--- config.mk ---
export PLATFORM = sky130hd
export DESIGN_NAME = html_tag_strip_entity_decode_unit
export DESIGN_NICKNAME = d
export VERILOG_FILES = /design/src/design/htsed_pkg.sv /design/src/design/html_tag_strip_entity_decode_unit.sv /design/src/design/htsed_front.sv /design/src/design/htsed_queue.sv /design/src/design/htsed_back.sv
export SDC_FILE = /design/constraint.sdc
export NUM_CORES = 1
export LEC_CHECK = 0
export BUFFER_PORTS_ARGS = -buffer_cell sky130_fd_sc_hd__buf_4
export CAP_MARGIN = 20
export CELL_PAD_IN_SITES_DETAIL_PLACEMENT = 0
export CELL_PAD_IN_SITES_GLOBAL_PLACEMENT = 2
export CORE_MARGIN = 2
export CORE_UTILIZATION = 44
export DETAILED_ROUTE_END_ITERATION = 8
export PLACE_DENSITY = 0.86
export SLEW_MARGIN = 20
export SYNTH_ARGS = -nofsm -noshare
export SYNTH_HDL_FRONTEND = slang
export SYNTH_SLANG_ARGS = --single-unit
--- constraint.sdc ---
create_clock -name aclk -period 6.9 [get_ports aclk]
set_clock_uncertainty 0.05 [all_clocks]
set_input_delay 0.69 -clock aclk [delete_from_list [all_inputs] [get_ports aclk]]
set_output_delay 0.69 -clock aclk [all_outputs]
set_load 0.005 [all_outputs]
--- src/design/htsed_pkg.sv ---
package htsed_pkg;

    localparam int NAME_MAX    = 8;
    localparam int LEN_W       = $clog2(NAME_MAX + 1);
    localparam int IDX_W       = $clog2(NAME_MAX);
    localparam int QUEUE_DEPTH = 2;
    localparam int QPTR_W      = $clog2(QUEUE_DEPTH);
    localparam int QCNT_W      = $clog2(QUEUE_DEPTH + 1);
    localparam int REF_CHARS   = 6;
    localparam int LATIN_COUNT = 64;
    localparam int SPECIAL_COUNT = 4;

    localparam logic [7:0] CHAR_LT    = 8'h3C;
    localparam logic [7:0] CHAR_GT    = 8'h3E;
    localparam logic [7:0] CHAR_AMP   = 8'h26;
    localparam logic [7:0] CHAR_SEMI  = 8'h3B;
    localparam logic [7:0] CHAR_HASH  = 8'h23;
    localparam logic [7:0] CHAR_SPACE = 8'h20;
    localparam logic [7:0] CHAR_ZERO  = 8'h30;
    localparam logic [7:0] CHAR_NINE  = 8'h39;
    localparam logic [7:0] LATIN_BASE = 8'hC0;

    typedef enum logic [1:0] {
        MODE_TEXT   = 2'd0,
        MODE_TAG    = 2'd1,
        MODE_ENTITY = 2'd2
    } mode_t;

    typedef logic [NAME_MAX-1:0][7:0] name_t;
    typedef logic [LEN_W-1:0]         len_t;
    typedef logic [8*REF_CHARS-1:0]   ref_name_t;

    // One queued word: a plain byte to pass, or an entity to resolve
    typedef struct packed {
        logic  is_entity;
        logic  [7:0] value;
        logic  has_digit;
        logic  overflow;
        len_t  length;
        name_t name;
    } cmd_t;

    localparam ref_name_t SPECIAL_NAMES [SPECIAL_COUNT] = '{
        "nbsp", "amp", "lt", "gt"
    };
    localparam logic [7:0] SPECIAL_CHARS [SPECIAL_COUNT] = '{
        CHAR_SPACE, CHAR_AMP, CHAR_LT, CHAR_GT
    };

    localparam ref_name_t LATIN_NAMES [LATIN_COUNT] = '{
        "Agrave", "Aacute", "Acirc", "Atilde", "Auml", "Aring", "AElig", "Ccedil",
        "Egrave", "Eacute", "Ecirc", "Euml", "Igrave", "Iacute", "Icirc", "Iuml",
        "ETH", "Ntilde", "Ograve", "Oacute", "Ocirc", "Otilde", "Ouml", "cross",
        "Oslash", "Ugrave", "Uacute", "Ucirc", "Uuml", "Yacute", "THORN", "szlig",
        "agrave", "aacute", "acirc", "atilde", "auml", "aring", "aelig", "ccedil",
        "egrave", "eacute", "ecirc", "euml", "igrave", "iacute", "icirc", "iuml",
        "eth", "ntilde", "ograve", "oacute", "ocirc", "otilde", "ouml", "divis",
        "oslash", "ugrave", "uacute", "ucirc", "uuml", "yacute", "thorn", "yuml"
    };

    // Literals sit right-justified: first character in the highest used byte
    function automatic logic name_match(input cmd_t cmd, input ref_name_t ref_str);
        int   ref_len;
        logic hit;
        ref_len = 0;
        for (int k = 0; k < REF_CHARS; k++) begin
            if (ref_str[8*k +: 8] != 8'h00) begin
                ref_len = ref_len + 1;
            end
        end
        hit = !cmd.overflow && (cmd.length == LEN_W'(ref_len)) && (ref_len <= NAME_MAX);
        for (int j = 0; j < REF_CHARS; j++) begin
            if (j < ref_len && j < NAME_MAX) begin
                if (cmd.name[j] != ref_str[8*(ref_len-1-j) +: 8]) begin
                    hit = 1'b0;
                end
            end
        end
        return hit;
    endfunction

    function automatic logic [7:0] resolve_entity(input cmd_t cmd);
        logic [7:0] result;
        logic       found;
        result = CHAR_AMP;
        found  = 1'b0;
        for (int i = 0; i < SPECIAL_COUNT; i++) begin
            if (!found && name_match(cmd, SPECIAL_NAMES[i])) begin
                result = SPECIAL_CHARS[i];
                found  = 1'b1;
            end
        end
        for (int i = 0; i < LATIN_COUNT; i++) begin
            if (!found && name_match(cmd, LATIN_NAMES[i])) begin
                result = LATIN_BASE + 8'(i);
                found  = 1'b1;
            end
        end
        if (cmd.length != '0 && cmd.name[0] == CHAR_HASH) begin
            result = cmd.has_digit ? cmd.value : CHAR_HASH;
        end
        return result;
    endfunction

endpackage

--- src/design/html_tag_strip_entity_decode_unit.sv ---
// A byte that gives output reaches m_tdata through its queue entry and then the output register.
// Throughput: one byte per cycle while the queue has room; a two-word queue between the parser and the
// entity resolver lets each side stall on its own, and the output register holds one word.
// Entity names are matched against all known names in parallel in the resolver stage.
// Reset (aresetn low, synchronous): text mode, counters cleared, queue and output emptied.
module html_tag_strip_entity_decode_unit (
    input  logic       aclk,
    input  logic       aresetn,
    input  logic       s_tvalid,
    output logic       s_tready,
    input  logic [7:0] s_tdata,   // [7:0] in_byte
    output logic       m_tvalid,
    input  logic       m_tready,
    output logic [7:0] m_tdata    // [7:0] out_byte
);
    import htsed_pkg::*;

    logic push;
    cmd_t push_cmd;
    logic push_ready;
    logic pop;
    logic pop_valid;
    cmd_t pop_cmd;

    htsed_front u_front (
        .aclk     (aclk),
        .aresetn  (aresetn),
        .s_tvalid (s_tvalid),
        .s_tready (s_tready),
        .s_tdata  (s_tdata),
        .q_ready  (push_ready),
        .q_push   (push),
        .q_cmd    (push_cmd)
    );

    htsed_queue u_queue (
        .aclk       (aclk),
        .aresetn    (aresetn),
        .push       (push),
        .push_cmd   (push_cmd),
        .push_ready (push_ready),
        .pop        (pop),
        .pop_valid  (pop_valid),
        .pop_cmd    (pop_cmd)
    );

    htsed_back u_back (
        .aclk     (aclk),
        .aresetn  (aresetn),
        .q_valid  (pop_valid),
        .q_cmd    (pop_cmd),
        .q_pop    (pop),
        .m_tvalid (m_tvalid),
        .m_tready (m_tready),
        .m_tdata  (m_tdata)
    );

endmodule

--- src/design/htsed_front.sv ---
module htsed_front (
    input  logic              aclk,
    input  logic              aresetn,
    input  logic              s_tvalid,
    output logic              s_tready,
    input  logic [7:0]        s_tdata,
    input  logic              q_ready,
    output logic              q_push,
    output htsed_pkg::cmd_t   q_cmd
);
    import htsed_pkg::*;

    mode_t      mode_reg, mode_next;
    name_t      name_reg, name_next;
    len_t       len_reg, len_next;
    logic       ovf_reg, ovf_next;
    logic [7:0] value_reg, value_next;
    logic       digit_reg, digit_next;

    logic       accept;
    logic [7:0] c;
    logic       is_number;
    logic       is_digit;
    logic       has_room;

    assign s_tready  = q_ready;
    assign accept    = s_tvalid && s_tready;
    assign c         = s_tdata;
    assign is_number = (len_reg != '0) && (name_reg[0] == CHAR_HASH);
    assign is_digit  = (c >= CHAR_ZERO) && (c <= CHAR_NINE);
    assign has_room  = len_reg < LEN_W'(NAME_MAX);

    always_comb begin
        mode_next = mode_reg;
        if (accept) begin
            unique case (mode_reg)
                MODE_TAG: begin
                    if (c == CHAR_GT) mode_next = MODE_TEXT;
                end
                MODE_ENTITY: begin
                    if (c == CHAR_SEMI) mode_next = MODE_TEXT;
                end
                default: begin
                    if (c == CHAR_LT) begin
                        mode_next = MODE_TAG;
                    end else if (c == CHAR_AMP) begin
                        mode_next = MODE_ENTITY;
                    end
                end
            endcase
        end
    end

    always_comb begin
        name_next  = name_reg;
        len_next   = len_reg;
        ovf_next   = ovf_reg;
        value_next = value_reg;
        digit_next = digit_reg;
        q_push     = 1'b0;
        q_cmd.is_entity = 1'b0;
        q_cmd.value     = c;
        q_cmd.has_digit = digit_reg;
        q_cmd.overflow  = ovf_reg;
        q_cmd.length    = len_reg;
        q_cmd.name      = name_reg;
        if (accept) begin
            unique case (mode_reg)
                MODE_TAG: begin
                end
                MODE_ENTITY: begin
                    if (c == CHAR_SEMI) begin
                        q_push          = 1'b1;
                        q_cmd.is_entity = 1'b1;
                        q_cmd.value     = value_reg;
                    end else begin
                        if (is_number) begin
                            if (is_digit && !ovf_reg) begin
                                value_next = 8'((value_reg << 3) + (value_reg << 1)
                                                + (c - CHAR_ZERO));
                                digit_next = 1'b1;
                            end else begin
                                ovf_next = 1'b1;
                            end
                        end else if (!has_room) begin
                            ovf_next = 1'b1;
                        end
                        if (has_room) begin
                            name_next[len_reg[IDX_W-1:0]] = c;
                            len_next = LEN_W'(len_reg + 1'b1);
                        end
                    end
                end
                default: begin
                    if (c == CHAR_AMP) begin
                        len_next   = '0;
                        ovf_next   = 1'b0;
                        value_next = '0;
                        digit_next = 1'b0;
                    end else if (c != CHAR_LT) begin
                        q_push = 1'b1;
                    end
                end
            endcase
        end
    end

    always_ff @(posedge aclk) begin
        if (!aresetn) begin
            mode_reg  <= MODE_TEXT;
            len_reg   <= '0;
            ovf_reg   <= 1'b0;
            value_reg <= '0;
            digit_reg <= 1'b0;
        end else begin
            mode_reg  <= mode_next;
            len_reg   <= len_next;
            ovf_reg   <= ovf_next;
            value_reg <= value_next;
            digit_reg <= digit_next;
        end
    end

    always_ff @(posedge aclk) begin
        name_reg <= name_next;
    end

endmodule

--- src/design/htsed_queue.sv ---
module htsed_queue (
    input  logic            aclk,
    input  logic            aresetn,
    input  logic            push,
    input  htsed_pkg::cmd_t push_cmd,
    output logic            push_ready,
    input  logic            pop,
    output logic            pop_valid,
    output htsed_pkg::cmd_t pop_cmd
);
    import htsed_pkg::*;

    cmd_t              entry_reg [QUEUE_DEPTH];
    logic [QPTR_W-1:0] wr_ptr_reg, wr_ptr_next;
    logic [QPTR_W-1:0] rd_ptr_reg, rd_ptr_next;
    logic [QCNT_W-1:0] count_reg, count_next;
    logic              do_push;
    logic              do_pop;

    assign push_ready = count_reg != QCNT_W'(QUEUE_DEPTH);
    assign pop_valid  = count_reg != '0;
    assign pop_cmd    = entry_reg[rd_ptr_reg];
    assign do_push    = push && push_ready;
    assign do_pop     = pop && pop_valid;

    always_comb begin
        wr_ptr_next = wr_ptr_reg;
        rd_ptr_next = rd_ptr_reg;
        count_next  = count_reg;
        if (do_push) begin
            wr_ptr_next = (wr_ptr_reg == QPTR_W'(QUEUE_DEPTH - 1)) ? '0
                        : QPTR_W'(wr_ptr_reg + 1'b1);
        end
        if (do_pop) begin
            rd_ptr_next = (rd_ptr_reg == QPTR_W'(QUEUE_DEPTH - 1)) ? '0
                        : QPTR_W'(rd_ptr_reg + 1'b1);
        end
        if (do_push && !do_pop) begin
            count_next = QCNT_W'(count_reg + 1'b1);
        end else if (do_pop && !do_push) begin
            count_next = QCNT_W'(count_reg - 1'b1);
        end
    end

    always_ff @(posedge aclk) begin
        if (!aresetn) begin
            wr_ptr_reg <= '0;
            rd_ptr_reg <= '0;
            count_reg  <= '0;
        end else begin
            wr_ptr_reg <= wr_ptr_next;
            rd_ptr_reg <= rd_ptr_next;
            count_reg  <= count_next;
        end
    end

    always_ff @(posedge aclk) begin
        if (do_push) begin
            entry_reg[wr_ptr_reg] <= push_cmd;
        end
    end

endmodule

--- src/design/htsed_back.sv ---
module htsed_back (
    input  logic            aclk,
    input  logic            aresetn,
    input  logic            q_valid,
    input  htsed_pkg::cmd_t q_cmd,
    output logic            q_pop,
    output logic            m_tvalid,
    input  logic            m_tready,
    output logic [7:0]      m_tdata
);
    import htsed_pkg::*;

    logic       out_valid_reg, out_valid_next;
    logic [7:0] out_byte_reg, out_byte_next;

    // Advance whenever the output register is empty or its word is taken
    assign q_pop = q_valid && (!out_valid_reg || m_tready);

    always_comb begin
        out_valid_next = out_valid_reg;
        out_byte_next  = out_byte_reg;
        if (q_pop) begin
            out_valid_next = 1'b1;
            out_byte_next  = q_cmd.is_entity ? resolve_entity(q_cmd) : q_cmd.value;
        end else if (m_tready) begin
            out_valid_next = 1'b0;
        end
    end

    always_ff @(posedge aclk) begin
        if (!aresetn) begin
            out_valid_reg <= 1'b0;
        end else begin
            out_valid_reg <= out_valid_next;
        end
    end

    always_ff @(posedge aclk) begin
        out_byte_reg <= out_byte_next;
    end

    assign m_tvalid = out_valid_reg;
    assign m_tdata  = out_byte_reg;

endmodule
* Word-level counts from Yosys, hierarchy flattened
Memories as Yosys holds them, arrays and structs flattened. A register that Yosys moved wholly into a read port is not among the register bits.
Cells that the tools add are included.
** Word-level totals
- Bits in registers :: 93
- Memory bits (writable) :: 158
- Input bits :: 12
- Output and inout bits :: 10
- Logic and storage cells :: 2332
- Memories :: 1
** Cells by class
- Add/sub/neg operators :: 43
- Magnitude comparators :: 40
- Equality and inequality tests :: 431
- Shifts and indexed selects :: 408
- Multiplexer cells :: 1216
- Bitwise gates (word level) :: 2
- Reduce and logical (&&, ||, !) cells :: 173
** Memories
- u_queue.entry_reg :: words 2, bits a word 79, rd ports 1, clocked after memory_dff 1, wr ports 1, RTL line htsed_queue.sv:13 : cmd_t entry_reg [QUEUE_DEPTH];
** Operator list (number)
- variable part select 48 x 32 -> 8 bit, first input constant :: 408
- != test 8 bit :: 408
- 2-to-1 mux 1 bit :: 1114
- 2-to-1 mux 8 bit :: 75
- less-than comparator 3 x 32 -> 1 bit, first input constant :: 10
- less-than comparator 4 x 32 -> 1 bit, first input constant :: 10
- subtractor 29 x 2 -> 29 bit, second input constant :: 10
- subtractor 29 x 3 -> 29 bit, second input constant :: 10
- subtractor 29 x 4 -> 29 bit, second input constant :: 10
- 2-to-1 mux 32 bit :: 6
- adder 32 x 2 -> 32 bit, second input constant :: 5
- less-or-equal comparator 32 x 5 -> 1 bit, second input constant :: 5
- less-than comparator 1 x 32 -> 1 bit, first input constant :: 5
- less-than comparator 2 x 32 -> 1 bit, first input constant :: 5
- logical AND 1 bit :: 88
- zero test 1 bit :: 72
- bitwise mux 64 bit :: 1
- equality test 8 x 6 -> 1 bit, second input constant :: 6
- 2-to-1 mux 9 bit :: 3
- demux 8 bit (select 3 bit) :: 1
- equality test 4 bit :: 5
- adder 8 bit :: 2
- one-hot mux 8 bit (2 select lines) :: 1
- 2-to-1 mux 2 bit :: 6
- 29 further kinds :: 47

* Longest topological paths before layout
Gate-level depths: netlist (run 1).
- Depth in word-level cells :: 298
- Gate-level depth with buffers :: 16
- Gate-level depth less buffers :: 12

* By module
A second synthesis (run 1) with hierarchy kept.
** Second synthesis, totals
- Cells, all modules :: 902
- Area, all modules :: 12026.5 µm²
** Modules (own cells, without submodules)
- htsed_queue :: times used 1, cells an instance 270, area an instance 5978.2 µm², sequential area each 4844.6 µm²
- htsed_front :: times used 1, cells an instance 256, area an instance 3433.3 µm², sequential area each 2242.2 µm²
- htsed_back :: times used 1, cells an instance 376, area an instance 2615.0 µm², sequential area each 260.2 µm²

* Least setup slack after synthesis (run 1)
No wires, ideal clock.
- Path kind :: input port to flip-flop
- Start :: input port s_tdata[7]
- End :: memory u_queue.entry_reg[1][0] in the netlist's numbering, enable pin
- Library setup time :: 493 ps
- Arrival :: 4888 ps
- Data required time :: 6357 ps
- Slack :: 1468 ps
- Cell stages on the path :: 7
- Buffers on the path :: 1
- Cell sequence :: nor3b_1 nand4_1 or3b_2 clkbuf_1 nor4_1 a41oi_1 nor2b_1
** Between the ends
- Cells in the longest elaborated chain, start to end :: 8
- Elaborated cells on any way between the ends :: 11
- Classes of those cells :: 3 x eq/ne; 7 x mux; 1 x reduce/logical
** RTL lines
- start, declared :: RTL line html_tag_strip_entity_decode_unit.sv:11 : input logic [7:0] s_tdata,
- != test 8 x 6 -> 1 bit :: RTL line htsed_front.sv:100 : end else if (c != CHAR_LT) begin
- 2-to-1 mux 1 bit :: RTL line htsed_front.sv:100
- 2-to-1 mux 1 bit :: RTL line htsed_front.sv:95 : if (c == CHAR_AMP) begin
- one-hot mux 1 bit (2 select lines) * :: RTL line htsed_front.sv:68 : unique case (mode_reg)
- 2-to-1 mux 1 bit * :: RTL line htsed_front.sv:67 : if (accept) begin
- logical AND 1 bit * :: RTL line htsed_queue.sv:23 : assign do_push = push && push_ready;
- 2-to-1 mux 1 bit * :: RTL line htsed_queue.sv:58 : if (do_push) begin
- 2-to-1 mux 1 bit (not written as such) * :: RTL line htsed_queue.sv:59 : entry_reg[wr_ptr_reg] <= push_cmd;
- end, declared :: RTL line htsed_queue.sv:13
Mark *: on every way between the ends. The rest lies on a longest branch, timed or not.

==> results.sh, run 1 <==
export IMPL_setup_viol=0
export IMPL_pin_count=22
export IMPL_synth_cells=898
export IMPL_synth_edf_count=182
export IMPL_initial_core_util=0.4437
export IMPL_clk_pin_slew_ps=60
export IMPL_finalCoreUtilization=0.4897
export IMPL_synth_flop_cell="edfxtp_1"
export IMPL_cp_cell_sequence="buf_4 -> nor4bb_1 -> a32oi_1 -> nor3_1 -> nand3_1 -> o22ai_1 -> a311oi_1 -> and4_1 -> o211ai_2 -> o21ai_0 -> o21ai_1"
export IMPL_synth_compound_area_frac=0.1246
export IMPL_grt_use_total=0.2358
export IMPL_place_ws_ps=2628
export IMPL_intPower_mw=2.364
export IMPL_grt_util_met3=0.02597
export IMPL_p_sw_mw=1.011
export IMPL_syn_area_um2=10700
export IMPL_muxShareOfSynthArea=0.02305
export IMPL_grt_pass1_wl_mm=46.42
export IMPL_crit_arrival_ps=4540
export IMPL_syn_avg_cell_area_um2=11.91
export IMPL_crit_slowest_cell="dfxtp_4"
export IMPL_num_nets_final=959
export IMPL_ys_seq_area_frac=0.5522
export IMPL_powerDensity_nw_per_um2=285.9
export IMPL_finalPower_mw=3.375
export IMPL_synthAdderAreaFrac=0.02808
export IMPL_fp_dieW_um=159.9
export IMPL_leakage_nw=3.826
export IMPL_hold_violations=0
export IMPL_ys_ff_latch=204
export IMPL_die_height_um=159.9
export IMPL_postCtsSetupBuffers=0
export IMPL_synth_nets=931
export IMPL_path_buf_inv=1
export IMPL_layout_setup_ws_ps=2557
export IMPL_fin_area_um2=11810
export IMPL_overflow=0
export IMPL_grt_max_degree=90
export IMPL_whs_ps=392.8
export IMPL_die_area_um2=25570
export IMPL_dp_cells=1227
export IMPL_max_stage_delay_ps=950
export IMPL_antenna_found_initial=0
export IMPL_yosys_warnings=0
export IMPL_required_ps=7090
export IMPL_synth_xor_area_frac=0.009008
export IMPL_cts_tree="yes"
export IMPL_holdBufCountCts=0
export IMPL_final_common_cell="edfxtp_1"
export IMPL_numCtsBuffers=21
export IMPL_fin_cells=1265
export IMPL_drive_gt1_frac=0.1286
export IMPL_hold_class="register to register"
export IMPL_ys_types=92
export IMPL_seqPwrFrac=0.484
export IMPL_rsz0062_at_grt="false"
export IMPL_totalWireLength_mm=30.18
export IMPL_drv_cap=0
export IMPL_outcome="finished clean"
export IMPL_cpLargestDelayFamily="compound AO/OA/AOI/OAI gates"
export IMPL_cts_sinks=204
export IMPL_wl_per_cell_um=23.86
export IMPL_clockBufferDepth=3
export IMPL_synth_top_family_by_area="simple AND/OR/NAND/NOR gates"
export IMPL_ir_drop_uv=243.5
export IMPL_cp_max_fo=89
export IMPL_post_cts_resized=0
export IMPL_yosysTopAreaCellShare=0.5110
export IMPL_diodes=0
export IMPL_finalMaxSlewViolations=0
export IMPL_viasPerCell=6.200
export IMPL_worst_setup_path_type="register to register"
export IMPL_p_sw_frac=0.2996
export IMPL_dr_pass1_iters=5
export IMPL_grtUsageMet1=0.3482
export IMPL_synthSimpleGateAreaFrac=0.2355
export IMPL_vias=7843
export IMPL_largest_reg_flops=126
export IMPL_use_met2=0.3585
export IMPL_yosysTopAreaCell="edfxtp_1"
export IMPL_gp_congestion=0.9407
export IMPL_remaining_drc_errors=0
export IMPL_insertion_delay_ps=500
export IMPL_busiest_layer="met2"
export IMPL_comb_power_share=0.197
export IMPL_cp_start_kind="register"
export IMPL_min_period_ps=4343
export IMPL_num_rows=57
export IMPL_relSlewSlack=0.2945
export IMPL_worstSetupEndpointType="register"
export IMPL_placed_cell_area_um2=11140
export IMPL_port_buffers=21
export IMPL_final_setup_tns_ps=0
export IMPL_syn_to_final_growth_pct=10.38
export IMPL_final_cell_mix="edfxtp_1 (182), nor2_1 (81), nand2_1 (48)"
export IMPL_drt_iter0_drc=737
export IMPL_synthArstFlopShare=0
export IMPL_netlist_top_cells_area="edfxtp_1 (51%), dfxtp_1 (4.1%), nor2_1 (2.9%)"
export IMPL_worst_pin_slew_ps=1058
export IMPL_grt_pass1_vias=7554
export IMPL_fin_crit_sh=0.6295
export IMPL_ant_nets=0
export IMPL_root_buffer="clkbuf_16"
export IMPL_clockPowerShare=0.319
export IMPL_dp_hpwl_mm=22.75
export IMPL_timing_fmax_ghz=0.2302
export IMPL_h_tree_depth=1
export IMPL_core_um2=24110
[final timing paths]
| check | from | endpoint | slack, ps | depth (start not counted) |
|---|---|---|---|---|
| max | register | u_back.m_tdata[7] | 2560 | 11 |
| min | u_front.q_cmd[24] | u_queue.entry_reg[1][24] | 390 | 0 |
| max reg2reg | register | u_back.m_tdata[7] | 2560 | 11 |
| min reg2reg | u_front.q_cmd[24] | u_queue.entry_reg[1][24] | 390 | 0 |
[synth_stat cells (8+ instances only)]
master,n
edfxtp_1,182
nor2_1,82
nand2_1,48
nor3_1,47
inv_1,30
o21ai_0,30
a21oi_1,29
dfxtp_1,22
nand3_1,21
nor3b_1,21
nor4_1,21
nor2b_1,19
ha_1,16
and3b_1,15
o22ai_1,15
a22oi_1,14
mux2_2,13
nand2b_1,13
nand4_1,13
and4_1,10
buf_6,10
mux2i_1,10
nor4bb_1,10
a32oi_1,9
a31oi_1,8
and2_1,8
nand3b_1,8
or3_1,8
xnor2_1,8
[layout make-up]
| cell class | count | area [µm²] |
|---|---|---|
| timing repair buffer | 28 | 207.7 |
| tap | 324 | 405.4 |
| clock inverter | 13 | 110.1 |
| sequential | 204 | 5909 |
| multi-input combinational | 641 | 4509 |
| clock buffer | 25 | 550.5 |
| fill | 2200 | 12300 |
| inverter | 30 | 112.6 |
[cell families after synthesis]
kind of cell | after synthesis
simple gates | 406
flops | 204
compound gates | 180
buf+inv | 53
mux | 23
fa+ha+maj | 21
xor+xnor | 11
[power groups by stage]
| stage | Combinational, mW | Clock (mW) | Sequential (mW) |
|---|---|---|---|
| 2_1_floorplan | 0.515 | 0 | 1.59 |
| 3_3_place_gp | 0.663 | 0 | 1.65 |
| 3_5_place_dp | 0.659 | 0 | 1.66 |
| 4_1_cts | 0.663 | 1.09 | 1.63 |
| 5_1_grt | 0.724 | 1.14 | 1.65 |
| 6_report | 0.666 | 1.08 | 1.63 |
[per-layer routing]
metal	wire length (µm)	share of wire	vias up
li1	-	-	3617
met2	13250	0.44	320
met1	13900	0.46	3822
met5	0	0	-
met3	1737	0.058	84
met4	1284	0.043	0
Note: power is estimated with default switching activity, not from simulation.
==> run 2: changes to the inputs <==
==> constraint.sdc (replaced) <==
create_clock -name aclk -period 4.47 [get_ports aclk]
set_clock_uncertainty 0.05 [all_clocks]
set_input_delay 0.447 -clock aclk [delete_from_list [all_inputs] [get_ports aclk]]
set_output_delay 0.447 -clock aclk [all_outputs]
set_load 0.005 [all_outputs]
==> run 2 against run 1 <==
Net effect:
- first-iteration DRC count rose by 6.8%
- wire length fell by 1.9%
- design area up 0.58%
- die area is the same
- global-route usage is 0.29 points lower
- core utilization is 0.29 points higher
- largest cell class unchanged
- largest power group unchanged
==> results.sh, run 2 (synthesized netlist as in run 1, its figures left out) <==
export IMPL_comb_power_share=0.212
export IMPL_intPower_mw=3.606
export IMPL_die_area_um2=25570
export IMPL_postCtsSetupBuffers=0
export IMPL_port_buffers=21
export IMPL_grt_pass1_wl_mm=45.86
export IMPL_root_buffer="clkbuf_16"
export IMPL_rsz0062_at_grt="false"
export IMPL_cpLargestDelayFamily="simple AND/OR/NAND/NOR gates"
export IMPL_clk_pin_slew_ps=60
export IMPL_grt_util_met3=0.03299
export IMPL_outcome="finished clean"
export IMPL_busiest_layer="met2"
export IMPL_initial_core_util=0.4437
export IMPL_grt_pass1_vias=7685
export IMPL_hold_class="input pin to register"
export IMPL_crit_arrival_ps=4050
export IMPL_numCtsBuffers=21
export IMPL_final_common_cell="edfxtp_1"
export IMPL_finalMaxSlewViolations=0
export IMPL_worstSetupEndpointType="register"
export IMPL_die_height_um=159.9
export IMPL_diodes=0
export IMPL_dr_pass1_iters=8
export IMPL_fin_cells=1275
export IMPL_grtUsageMet1=0.3371
export IMPL_num_nets_final=970
export IMPL_h_tree_depth=1
export IMPL_core_um2=24110
export IMPL_path_buf_inv=1
export IMPL_grt_max_degree=64
export IMPL_dp_cells=1238
export IMPL_drv_cap=0
export IMPL_fin_crit_sh=0.8383
export IMPL_leakage_nw=3.865
export IMPL_syn_to_final_growth_pct=11.02
export IMPL_antenna_found_initial=0
export IMPL_vias=7861
export IMPL_dp_hpwl_mm=22.16
export IMPL_max_stage_delay_ps=700
export IMPL_crit_slowest_cell="dfxtp_4"
export IMPL_cts_sinks=204
export IMPL_final_cell_mix="edfxtp_1 (182), nor2_1 (81), nand2_1 (48)"
export IMPL_drt_iter0_drc=787
export IMPL_insertion_delay_ps=510
export IMPL_largest_reg_flops=126
export IMPL_powerDensity_nw_per_um2=435.7
export IMPL_cts_tree="yes"
export IMPL_relSlewSlack=0.3234
export IMPL_cp_start_kind="register"
export IMPL_remaining_drc_errors=0
export IMPL_required_ps=4770
export IMPL_totalWireLength_mm=29.59
export IMPL_wl_per_cell_um=23.21
export IMPL_grt_use_total=0.2329
export IMPL_viasPerCell=6.165
export IMPL_use_met2=0.3583
export IMPL_regToRegSetupSlack_ps=720
export IMPL_cp_max_fo=54
export IMPL_holdBufCountCts=0
export IMPL_fp_dieW_um=159.9
export IMPL_ir_drop_uv=274.0
export IMPL_p_sw_mw=1.568
export IMPL_post_cts_resized=0
export IMPL_gp_congestion=0.9437
export IMPL_worst_pin_slew_ps=1009
export IMPL_hold_violations=0
export IMPL_setup_viol=0
export IMPL_overflow=0
export IMPL_drive_gt1_frac=0.1356
export IMPL_worst_setup_path_type="register to register"
export IMPL_clockPowerShare=0.306
export IMPL_min_period_ps=3747
export IMPL_num_rows=57
export IMPL_p_sw_frac=0.3031
export IMPL_seqPwrFrac=0.481
export IMPL_final_setup_tns_ps=0
export IMPL_ant_nets=0
export IMPL_clockBufferDepth=3
export IMPL_pin_count=22
export IMPL_timing_fmax_ghz=0.2669
export IMPL_cp_cell_sequence="buf_4 -> and4bb_1 -> o221ai_2 -> nor3b_1 -> nand4b_1 -> o2111ai_1 -> nand3_1 -> and4_1 -> o211ai_2 -> o21ai_0 -> o21ai_1"
[run 2: final timing paths]
kind | from | to | cells past startpoint
hold / removal | s_tdata[6] | u_front.q_cmd[22] | 1
setup / recovery | register | u_back.m_tdata[6] | 11
hold reg to reg | u_front.q_cmd[14] | u_queue.entry_reg[1][14] | 0
setup reg to reg | register | u_back.m_tdata[6] | 11
[run 2: cell type report]
class | instances | area [µm²]
Clock inverter | 12 | 73.82
Tap cell | 324 | 405.4
Sequential cell | 204 | 5909
Multi-Input combinational cell | 641 | 4514
Inverter | 30 | 112.6
Timing Repair Buffer | 39 | 317.8
Fill cell | 2220 | 12230
Clock buffer | 25 | 540.5
[run 2: power by group through the flow]
stage,registers (mW),logic (mW),clock network (mW)
global route,2.52,1.19,1.69
detailed placement,2.53,1.09,0
CTS,2.49,1.09,1.62
floorplan,2.45,0.797,0
finish,2.49,1.10,1.58
global placement,2.53,1.10,0
[run 2: stage by stage]
stage                 util  hold WS [ps]  setup slack (ps)  instance area (µm²)  power, mW
finish              0.4926         183.4             722.9                11870      5.174
global route        0.4926         173.2             416.2                11870      5.404
CTS                 0.4924         177.0             833.0                11870      5.204
detailed placement  0.4669         381.3             811.9                11250      3.617
global placement    0.4669         371.9             810.1                11250      3.624
floorplan                -         371.5             470.0                10700      3.245
[run 2: per-layer routing]
metal / part of all wire / wire length [µm] / up-vias
met5: 0 / 0 / -
met4: 0.036 / 1071 / 0
met3: 0.064 / 1902 / 67
met2: 0.45 / 13270 / 316
met1: 0.45 / 13350 / 3858
li1: - / - / 3620
==> run 3: changes to the inputs <==
--- a/config.mk
+++ b/config.mk
@@ -10,9 +10,9 @@
 export CELL_PAD_IN_SITES_DETAIL_PLACEMENT = 0
 export CELL_PAD_IN_SITES_GLOBAL_PLACEMENT = 2
 export CORE_MARGIN = 2
-export CORE_UTILIZATION = 44
+export CORE_UTILIZATION = 40
 export DETAILED_ROUTE_END_ITERATION = 8
-export PLACE_DENSITY = 0.86
+export PLACE_DENSITY = 0.83
 export SLEW_MARGIN = 20
 export SYNTH_ARGS = -nofsm -noshare
 export SYNTH_HDL_FRONTEND = slang
==> constraint.sdc (replaced) <==
create_clock -name aclk -period 3 [get_ports aclk]
set_clock_uncertainty 0.05 [all_clocks]
set_input_delay 0.3 -clock aclk [delete_from_list [all_inputs] [get_ports aclk]]
set_output_delay 0.3 -clock aclk [all_outputs]
set_load 0.005 [all_outputs]
==> run 3 against run 2 <==
Net effect:
- the run now ends with design-rule violations, negative setup slack left
- core utilization rose by 4.9 points
- wire length grew 11%
- first-iteration DRC count decreased by 11%
- design area up 19%
- total power is 71% higher
- largest cell class unchanged
- worst hold slack worse by 160 ps
- via count up 10%
- highest routed layer unchanged
- largest power group unchanged
- critical path depth up 2
- die area is 9.7% higher
==> results.sh, run 3 (synthesized netlist as in run 1, its figures left out) <==
export IMPL_outcome="complete, but fails checks"
export IMPL_violations="design-rule violations, negative setup slack"
export IMPL_drv_cap=0
export IMPL_cp_start_kind="register"
export IMPL_finalMaxSlewViolations=0
export IMPL_powerDensity_nw_per_um2=624.2
export IMPL_multi_input_area_um2=4926
export IMPL_hold_violations=0
export IMPL_diodes=0
export IMPL_holdBufCountCts=0
export IMPL_fp_dieW_um=167.5
export IMPL_root_buffer="clkbuf_16"
export IMPL_initial_core_util=0.4093
export IMPL_dp_hpwl_mm=25.41
export IMPL_cpLargestDelayFamily="simple AND/OR/NAND/NOR gates"
export IMPL_dr_pass1_iters=7
export IMPL_gp_congestion=0.9810
export IMPL_seq_area_um2=5909
export IMPL_required_ps=3200
export IMPL_crit_slowest_cell="dfxtp_4"
export IMPL_rsz0062_at_grt="true"
export IMPL_relSlewSlack=0.3888
export IMPL_final_cell_mix="buf_4 (245), edfxtp_1 (182), nor2_1 (76)"
export IMPL_largest_reg_flops=126
export IMPL_drt_iter0_drc=701
export IMPL_drive_gt1_frac=0.3422
export IMPL_final_setup_tns_ps=-558.3
export IMPL_clk_pin_slew_ps=60
export IMPL_worstSetupEndpointType="register"
export IMPL_die_height_um=167.5
export IMPL_whs_ps=24.19
export IMPL_nFillCells=2291
export IMPL_remaining_drc_errors=3
export IMPL_clockBufferDepth=3
export IMPL_grt_max_degree=64
export IMPL_max_stage_delay_ps=380
export IMPL_die_area_um2=28060
export IMPL_core_um2=26130
export IMPL_cp_cell_sequence="buf_6 -> buf_6 -> and4bb_2 -> o21ai_4 -> buf_4 -> nor3_1 -> and3_1 -> a32oi_2 -> a21boi_4 -> o2111ai_1 -> or2_1 -> nor3b_2 -> o21ai_1"
export IMPL_grt_pass1_vias=8690
export IMPL_ant_nets=0
export IMPL_final_common_cell="buf_4"
export IMPL_antenna_found_initial=0
export IMPL_crit_arrival_ps=3330
export IMPL_path_buf_inv=3
export IMPL_pin_count=22
export IMPL_h_tree_depth=1
export IMPL_wl_per_cell_um=21.73
export IMPL_vias=8656
export IMPL_worst_setup_path_type="register to register"
export IMPL_layout_setup_ws_ps=-126.8
export IMPL_grt_pass1_wl_mm=50.87
export IMPL_num_nets_final=1190
export IMPL_min_period_ps=3127
export IMPL_worst_pin_slew_ps=913.4
export IMPL_cts_sinks=204
export IMPL_num_rows=59
export IMPL_overflow=0
export IMPL_fin_crit_sh=1.042
export IMPL_viasPerCell=5.744
export IMPL_syn_to_final_growth_pct=32.24
export IMPL_insertion_delay_ps=500
export IMPL_ir_drop_uv=355.0
export IMPL_numCtsBuffers=22
export IMPL_leakage_nw=5.168
export IMPL_totalWireLength_mm=32.75
export IMPL_cp_max_fo=6
export IMPL_port_buffers=21
export IMPL_crit_top_cell="buf_6"
export IMPL_setup_viol=8
export IMPL_grt_use_total=0.2348
export IMPL_timing_fmax_ghz=0.3198
export IMPL_cts_tree="yes"
export IMPL_hold_class="input pin to register"
run 3: changes by cell type in the layout (fill, tap and decap cells not counted), moves of 4 or more:
cell	before	now
buf_4	37	245
buf_6	0	7
nor2_1	81	76
nor3b_1	21	16
nor4_1	21	15
nor4_2	2	6
nor4b_1	7	3
nor4b_4	1	5
o21ai_0	30	20
o21ai_1	6	14
run 3: timing repair:
action	CTS	global route
resized for setup	53	34
setup endpoints to repair	8	8
buffers inserted	16	4
pin swaps	29	11
run 3: path summary, 6_finish.rpt:
| path | cells past startpoint | slack [ps] | start | to |
|---|---|---|---|---|
| worst max register to register | 13 | -130 | register | u_back.m_tdata[7] |
| worst max-delay path | 13 | -130 | register | u_back.m_tdata[7] |
| worst min-delay path | 1 | 20 | s_tdata[4] | u_front.q_cmd[20] |
| worst min register to register | 0 | 390 | u_front.q_cmd[43] | u_queue.entry_reg[1][43] |
run 3: layout make-up:
type / count / area share
flip-flops and latches: 204 / 0.4178
multi-input cells: 641 / 0.3483
repair buffers: 258 / 0.1438
clock buffers: 25 / 0.04193
well taps: 335 / 0.02964
clock inverters: 14 / 0.01062
inverters: 30 / 0.007962
run 3: layer usage:
metal,vias to the layer above,share of wire,global-route usage
met4,0,0.024,0.05860
li1,4072,-,-
met3,61,0.058,0.03238
met2,294,0.47,0.3897
met1,4229,0.45,0.3271
met5,-,0,0
run 3: worst register-to-register path: stages (launching register included):
cell and delay, ps:
dfxtp_4 380, buf_6 140, buf_6 120, and4bb_2 260
o21ai_4 280, buf_4 210, nor3_1 60, and3_1 210
a32oi_2 240, a21boi_4 240, o2111ai_1 130, or2_1 290
nor3b_2 200, o21ai_1 90
run 3: where the power goes:
part	internal, mW	switching (mW)
combinational	1.16	1.29
sequential	3.45	0.189
clock	1.68	1.07
total	6.28	2.55
run 3: per-stage QoR:
step	instances	worst slack (ps)	util	area, µm²	power (mW)
5_1_grt	1507	-238.7	0.5412	14140	9.219
6_report	1507	-126.8	0.5412	14140	8.829
3_3_place_gp	1448	-548.7	0.4908	12820	5.889
2_1_floorplan	898	30.34	-	10740	4.837
3_5_place_dp	1448	-521.3	0.4908	12820	5.927
4_1_cts	1503	-101.6	0.5337	13950	8.815
